===== config.mk =====
export PLATFORM = sky130hd
export DESIGN_NAME = sfc_lenconv
export DESIGN_NICKNAME = d
export VERILOG_FILES = /design/src/rtl/sfc_pkg.sv /design/src/rtl/sfc_lenconv.sv
export SDC_FILE = /design/constraint.sdc
export NUM_CORES = 1
export LEC_CHECK = 0
export ABC_AREA = 1
export CAP_MARGIN = 10
export CORE_MARGIN = 5
export CORE_UTILIZATION = 60
export CTS_CLUSTER_DIAMETER = 80
export DETAILED_ROUTE_END_ITERATION = 6
export DONT_BUFFER_PORTS = 1
export PLACE_DENSITY = 0.76
export SLEW_MARGIN = 20
export SYNTH_ARGS = -nofsm -noshare
export SYNTH_HDL_FRONTEND = slang
export SYNTH_SLANG_ARGS = --single-unit

===== constraint.sdc =====
create_clock -name clk -period 5.6 [get_ports clk]
set_clock_uncertainty 0.05 [all_clocks]
set_input_delay 0.56 -clock clk [delete_from_list [all_inputs] [get_ports clk]]
set_output_delay 0.56 -clock clk [all_outputs]
set_load 0.03 [all_outputs]

===== src/rtl/sfc_pkg.sv =====
// Shared types, constants and name tables for the STOMP frame checker.
// No dependencies.
`timescale 1ns / 1ps
package sfc_pkg;

  localparam int NUM_CMDS = 15;
  localparam int NUM_HDRS = 19;
  localparam int NAME_BYTES = 16;
  localparam int POS_W = 5;
  localparam logic [15:0] COUNT_CAP = 16'hFFFF;
  localparam int HDR_CL = 2;

  localparam logic [7:0] CH_NL = 8'h0A;
  localparam logic [7:0] CH_COLON = 8'h3A;
  localparam logic [7:0] CH_NUL = 8'h00;

  typedef enum logic [2:0] {
    PH_CMD, PH_LINE, PH_NAME, PH_VFIRST, PH_VALUE, PH_BODY, PH_DEAD
  } phase_t;

  typedef enum logic [2:0] {
    LP_IDLE, LP_SKIP, LP_PLUS, LP_MINUS, LP_DPOS, LP_DNEG, LP_DONE, LP_BAD
  } lp_t;

  localparam logic [3:0] E_OK        = 4'd0;
  localparam logic [3:0] E_NO_DATA   = 4'd1;
  localparam logic [3:0] E_NO_CMD    = 4'd2;
  localparam logic [3:0] E_NO_NULL   = 4'd3;
  localparam logic [3:0] E_NO_NL     = 4'd4;
  localparam logic [3:0] E_NO_BODYNL = 4'd5;
  localparam logic [3:0] E_BAD_CMD   = 4'd6;
  localparam logic [3:0] E_NO_HNAME  = 4'd7;
  localparam logic [3:0] E_NO_HVAL   = 4'd8;
  localparam logic [3:0] E_NO_LASTNL = 4'd9;
  localparam logic [3:0] E_EMPTY_VAL = 4'd10;
  localparam logic [3:0] E_BAD_HDR   = 4'd11;
  localparam logic [3:0] E_JUNK      = 4'd12;
  localparam logic [3:0] E_BAD_LEN   = 4'd13;
  localparam logic [3:0] E_LEN_MISM  = 4'd14;
  localparam logic [3:0] E_MISS_REQ  = 4'd15;

  typedef logic [NAME_BYTES*8-1:0] name_t;

  function automatic name_t cmd_name(input int i);
    unique case (i)
      0: cmd_name = name_t'("ABORT");
      1: cmd_name = name_t'("ACK");
      2: cmd_name = name_t'("BEGIN");
      3: cmd_name = name_t'("COMMIT");
      4: cmd_name = name_t'("CONNECT");
      5: cmd_name = name_t'("CONNECTED");
      6: cmd_name = name_t'("DISCONNECT");
      7: cmd_name = name_t'("ERROR");
      8: cmd_name = name_t'("MESSAGE");
      9: cmd_name = name_t'("NACK");
      10: cmd_name = name_t'("RECEIPT");
      11: cmd_name = name_t'("SEND");
      12: cmd_name = name_t'("STOMP");
      13: cmd_name = name_t'("SUBSCRIBE");
      default: cmd_name = name_t'("UNSUBSCRIBE");
    endcase
  endfunction

  function automatic logic [4:0] cmd_len(input int i);
    unique case (i)
      0, 2, 7, 12: cmd_len = 5'd5;
      1: cmd_len = 5'd3;
      3: cmd_len = 5'd6;
      4, 8, 10: cmd_len = 5'd7;
      5, 13: cmd_len = 5'd9;
      6: cmd_len = 5'd10;
      9, 11: cmd_len = 5'd4;
      default: cmd_len = 5'd11;
    endcase
  endfunction

  function automatic name_t hdr_name(input int i);
    unique case (i)
      0: hdr_name = name_t'("accept-version");
      1: hdr_name = name_t'("ack");
      2: hdr_name = name_t'("content-length");
      3: hdr_name = name_t'("content-type");
      4: hdr_name = name_t'("destination");
      5: hdr_name = name_t'("heart-beat");
      6: hdr_name = name_t'("host");
      7: hdr_name = name_t'("id");
      8: hdr_name = name_t'("login");
      9: hdr_name = name_t'("message");
      10: hdr_name = name_t'("message-id");
      11: hdr_name = name_t'("passcode");
      12: hdr_name = name_t'("receipt");
      13: hdr_name = name_t'("receipt-id");
      14: hdr_name = name_t'("session");
      15: hdr_name = name_t'("server");
      16: hdr_name = name_t'("subscription");
      17: hdr_name = name_t'("transaction");
      default: hdr_name = name_t'("version");
    endcase
  endfunction

  function automatic logic [4:0] hdr_len(input int i);
    unique case (i)
      0, 2: hdr_len = 5'd14;
      1: hdr_len = 5'd3;
      3, 16: hdr_len = 5'd12;
      4, 17: hdr_len = 5'd11;
      5, 10, 13: hdr_len = 5'd10;
      6: hdr_len = 5'd4;
      7: hdr_len = 5'd2;
      8: hdr_len = 5'd5;
      9, 12, 14, 18: hdr_len = 5'd7;
      11: hdr_len = 5'd8;
      default: hdr_len = 5'd6;
    endcase
  endfunction

  // character at position p of a right-aligned string, or zero past its length
  function automatic logic [7:0] name_char(input name_t s, input logic [4:0] len,
                                           input logic [4:0] p);
    logic [7:0] c;
    c = 8'h00;
    if (p < len) c = s[(int'(len) - 1 - int'(p))*8 +: 8];
    return c;
  endfunction

  function automatic logic [18:0] required_mask(input logic [3:0] cmd);
    logic [18:0] m;
    m = '0;
    unique case (cmd)
      4'd1, 4'd3, 4'd4: m[17] = 1'b1;
      4'd2, 4'd10, 4'd15: m[7] = 1'b1;
      4'd5: begin m[0] = 1'b1; m[6] = 1'b1; end
      4'd6: m[18] = 1'b1;
      4'd9: begin m[4] = 1'b1; m[10] = 1'b1; m[16] = 1'b1; end
      4'd11: m[13] = 1'b1;
      4'd12: m[4] = 1'b1;
      4'd14: begin m[4] = 1'b1; m[7] = 1'b1; end
      default: m = '0;
    endcase
    return m;
  endfunction

endpackage


===== src/rtl/sfc_lenconv.sv =====
// Content-length decimal conversion, one byte per cycle while step is high.
// Depends on sfc_pkg.
`timescale 1ns / 1ps
module sfc_lenconv (
  input  logic         clk,
  input  logic         rst_n,
  input  logic         step,
  input  logic         clear,
  input  logic         start,
  input  logic [7:0]   data_byte,
  output sfc_pkg::lp_t state_o,
  output logic [31:0]  value_o
);
  sfc_pkg::lp_t st_r, st_nxt;
  logic [31:0] val_r, val_nxt;
  logic dig, sp;
  logic [3:0] d;
  logic [35:0] acc;
  logic [35:0] lim;

  assign state_o = st_r;
  assign value_o = val_r;

  always_comb begin
    dig = data_byte >= 8'h30 && data_byte <= 8'h39;
    d = data_byte[3:0];
    sp = data_byte == 8'h20 || (data_byte >= 8'h09 && data_byte <= 8'h0D);
    acc = {val_r, 3'b000} + {2'b00, val_r, 1'b0} + {32'd0, d};
    lim = (st_r == sfc_pkg::LP_DNEG) ? 36'd2147483648 : 36'd2147483647;
    st_nxt = st_r;
    val_nxt = val_r;
    if (step) begin
      case (st_r)
        sfc_pkg::LP_SKIP: begin
          if (sp) st_nxt = st_r;
          else if (data_byte == 8'h2B) st_nxt = sfc_pkg::LP_PLUS;
          else if (data_byte == 8'h2D) st_nxt = sfc_pkg::LP_MINUS;
          else if (dig) begin val_nxt = {28'd0, d}; st_nxt = sfc_pkg::LP_DPOS; end
          else st_nxt = sfc_pkg::LP_BAD;
        end
        sfc_pkg::LP_PLUS, sfc_pkg::LP_MINUS: begin
          if (dig) begin
            val_nxt = {28'd0, d};
            st_nxt = (st_r == sfc_pkg::LP_PLUS) ? sfc_pkg::LP_DPOS : sfc_pkg::LP_DNEG;
          end else st_nxt = sfc_pkg::LP_BAD;
        end
        sfc_pkg::LP_DPOS, sfc_pkg::LP_DNEG: begin
          if (dig) begin
            if (acc > lim) st_nxt = sfc_pkg::LP_BAD;
            else val_nxt = acc[31:0];
          end else begin
            if (st_r == sfc_pkg::LP_DNEG && val_r != 32'd0) val_nxt = 32'hFFFFFFFF;
            st_nxt = sfc_pkg::LP_DONE;
          end
        end
        default: st_nxt = st_r;
      endcase
    end
    if (start) st_nxt = sfc_pkg::LP_SKIP;
    if (clear) begin
      st_nxt = sfc_pkg::LP_IDLE;
      val_nxt = '0;
    end
  end

  always_ff @(posedge clk) begin
    if (!rst_n) begin
      st_r <= sfc_pkg::LP_IDLE;
      val_r <= '0;
    end else begin
      st_r <= st_nxt;
      val_r <= val_nxt;
    end
  end
endmodule


==> qor.csv <==
stage,metric,value,unit
timing,tns,0,ns
synthesis,synth_cells,887,
synthesis,synth_fp_nets,999,
timing,min_period,5.03,ns
clocking,cts.reportedPaths.clkPinSlew,0.08,ns
power,pwr-share-seq,0.530,
global_routing,gr-total-overflow,0,
clocking,cts_root_buffer,clkbuf_8,
timing,fmax,199,MHz
synthesis,synth_top_family_by_area,simple AND/OR/NAND/NOR gates,
global_routing,grt_pass1_wl,24700,µm
routing,num_vias,5624,
power,combPwrFrac,0.061,
routing,antenna_left,0,
run_status,status,completed,
clocking,cts_tree,yes,
timing,setup-violations-final,0,
timing,rsz0062_at_grt,false,
synthesis,synth_edf_count,0,
synthesis,async_flop_share,0,
routing,wl_per_cell,15.3,µm
die,die_area,11100,µm²
clocking,cts_made_buffers,5,
synthesis,synthSimpleGateAreaFrac,0.355,
synthesis,ys_warn_count,0,
critical_path,worst-setup-path-type,flop to flop,
clocking,clock_latency,0.29,ns
layout,drive_gt1_frac,0.0547,
global_routing,grt_pass1_vias,5250,
synthesis,yosys.area_share.xor_xnor,0.0321,
routing,drc,0,
worst_hold_path,hold_class,input pin to flop,
die,die_w,105,µm
synthesis,ys_ff_latch,35,
global_routing,grt_util_all_layers,0.266,
die,num_rows,34,
power,ir_worst_vdd,0.000110,V
synthesis,synth_seq_area_share,0.128,
routing,viasPerCell,5.71,
clocking,h-tree-depth,2,
clocking,post_cts_buffers,0,
synthesis,ys.flop_type,dfxtp_1,
synthesis,synth_cell_types,37,
layout,syn2layout_area_growth,2.39,%
clocking,ctsHoldBuffers,0,
synthesis,synth_adder_area_share,0.230,
synthesis,synth.avg_cell_area,6.15,µm²
clocking,cts_resized,0,
critical_path,cp_max_fo,33,
synthesis,synth_compound_area_frac,0.134,
power,clkPwrFrac,0.409,
synthesis,synth_mux_area_frac,0,
critical_path,start_kind,flop,
routing,drtPass1Iterations,6,
layout,layout.nets,989,
global_routing,grt_max_degree,35,
layout,num-fill-cells,861,
critical_path,crit_required,5.67,ns
place,place_hpwl,12100,µm
layout,diodes,0,
timing,fin_crit_sh,0.897,
die,core-area,8810,µm²
power,p_int,0.354,mW
global_routing,antenna_found_initial,0,
power,p_switching,0.119,mW
timing,hold_viol,0,
power,p_leak,3.28,nW
power,p_per_area,84.9,nW/µm²
place,numPortBuffers,0,
synthesis,syn_area,5450,µm²
clocking,clock_sinks,35,
critical_path,crit_arrival,5.10,ns
power,switching_share,0.252,
run,maxCapViolCount,0,
layout,final_core_util,0.634,
die,start_util,0.619,
clocking,clockBufferDepth,2,
place,routabilityCongestion,1.00,
routing,wl,15100,µm
timing,worst_pin_slew,1.06,ns
timing,maxSlewViolCount,0,
timing,relSlewSlack,0.291,
critical_path,endpoint_kind,flop,
routing,drt_iter0_markers,376,
die,io_pins,48,
die,fp.dieH,105,µm
layout make-up:
cell class,instances,area [µm²],share of cell area
Timing Repair Buffer,4,30.0,0.00538
Clock inverter,1,5.00,0.000896
Sequential cell,35,701,0.126
Inverter,138,518,0.0928
Clock buffer,6,82.6,0.0148
Multi-Input combinational cell,693,4110,0.736
Tap cell,108,135,0.0242
cell families after synthesis:
| kind of cell | Yosys count |
|---|---|
| and+or+nand+nor | 438 |
| DFF | 35 |
| AOI/OAI and AO/OA | 136 |
| adders and majority gates | 99 |
| xor gates and xnor gates | 20 |
| buffers and inverters | 159 |
power groups by stage:
stage | clock (mW) | sequential [mW] | combinational, mW
2_1_floorplan | 0 | 0.257 | 0.0228
3_3_place_gp | 0 | 0.257 | 0.0276
3_5_place_dp | 0 | 0.257 | 0.0285
4_1_cts | 0.195 | 0.251 | 0.0288
5_1_grt | 0.205 | 0.251 | 0.0328
6_report | 0.194 | 0.251 | 0.0289
state kept, by name, indices dropped and copies added (netlist names):
name	flops
value_o	32
state_o	3
through the flow:
step           instance area [µm²]  hold slack [ns]  std cells  power [mW]  worst slack (ns)
2_1_floorplan                 5450            0.573        887       0.280              1.19
3_3_place_gp                  5500            0.611        978       0.285             0.694
3_5_place_dp                  5500            0.620        978       0.285             0.605
4_1_cts                       5580            0.385        985       0.475             0.575
5_1_grt                       5580            0.403        985       0.489             0.176
6_report                      5580            0.384        985       0.474             0.574
critical path, cell delays in order (launching register included):
cell     delay [ns]
dfxtp_1        0.60
fa_1           0.54
fa_1           0.49
nand2_1        0.09
nand3_1        0.10
nand3_1        0.10
nand2_1        0.16
nand2_1        0.10
nand2_1        0.16
a21oi_1        0.21
xor2_1         0.29
ha_1           0.28
nand2_1        0.05
inv_1          0.05
o21ai_0        0.07
a21oi_1        0.09
nor2_1         0.09
nand2_1        0.06
nand2_1        0.05
nand2_1        0.04
nand2_1        0.08
nand2_1        0.09
nand2_4        0.31
nand3_4        0.41
nand2_1        0.17
a21oi_1        0.08
metal layers:
layer,share of wire,global-route usage,vias up
met5,0,0,-
met4,0.024,0.0843,0
met3,0.059,0.0465,26
met2,0.46,0.442,153
met1,0.46,0.351,2546
li1,-,-,2899
cell usage after synthesis (2+ instances only):
cell	number	area, µm²
inv_2	5	18.8
nor2_4	2	22.5
clkbuf_1	11	41.3
and2_1	2	12.5
nand2_2	10	62.6
nor2_1	48	180
o21ai_0	36	180
fa_1	2	40.0
xor2_1	18	158
nand2_1	258	968
nor3_1	10	50.1
nand3_1	43	215
o21a_1	4	30.0
o21bai_1	4	30.0
nor2_2	11	68.8
o21ai_1	2	10.0
a211oi_1	2	15.0
xnor2_1	2	17.5
buf_6	6	67.6
inv_1	133	499
ha_1	97	1210
a21oi_2	2	17.5
a21oi_1	82	410
nor4_1	8	50.1
buf_4	3	22.5
dfxtp_1	35	701
or2_2	2	12.5
nand4_1	40	250
placed cells by master (no fill, tap or decap), types with 4 or more instances in the layout:
cell type	netlist	layout
nor3_1	10	9
o21a_1	4	4
inv_2	5	5
nand2_2	10	10
nor2_1	48	48
nand2_1	258	258
buf_4	3	4
dfxtp_1	35	35
nor4_1	8	8
nand4_1	40	40
xor2_1	18	18
nand3_1	43	43
o21ai_0	36	36
clkbuf_8	0	6
inv_1	133	133
nor2_2	11	11
ha_1	97	97
o21bai_1	4	4
a21oi_1	82	82
final timing paths:
| kind | start | end | slack, ns | depth (start not counted) |
|---|---|---|---|---|
| max | value_o[2] | value_o[10] | 0.57 | 25 |
| min | start | state_o[1] | 0.38 | 3 |
| max reg2reg | value_o[2] | value_o[10] | 0.57 | 25 |
| min reg2reg | value_o[0] | value_o[0] | 0.62 | 2 |
No activity file was read; power rests on OpenSTA's default activity.
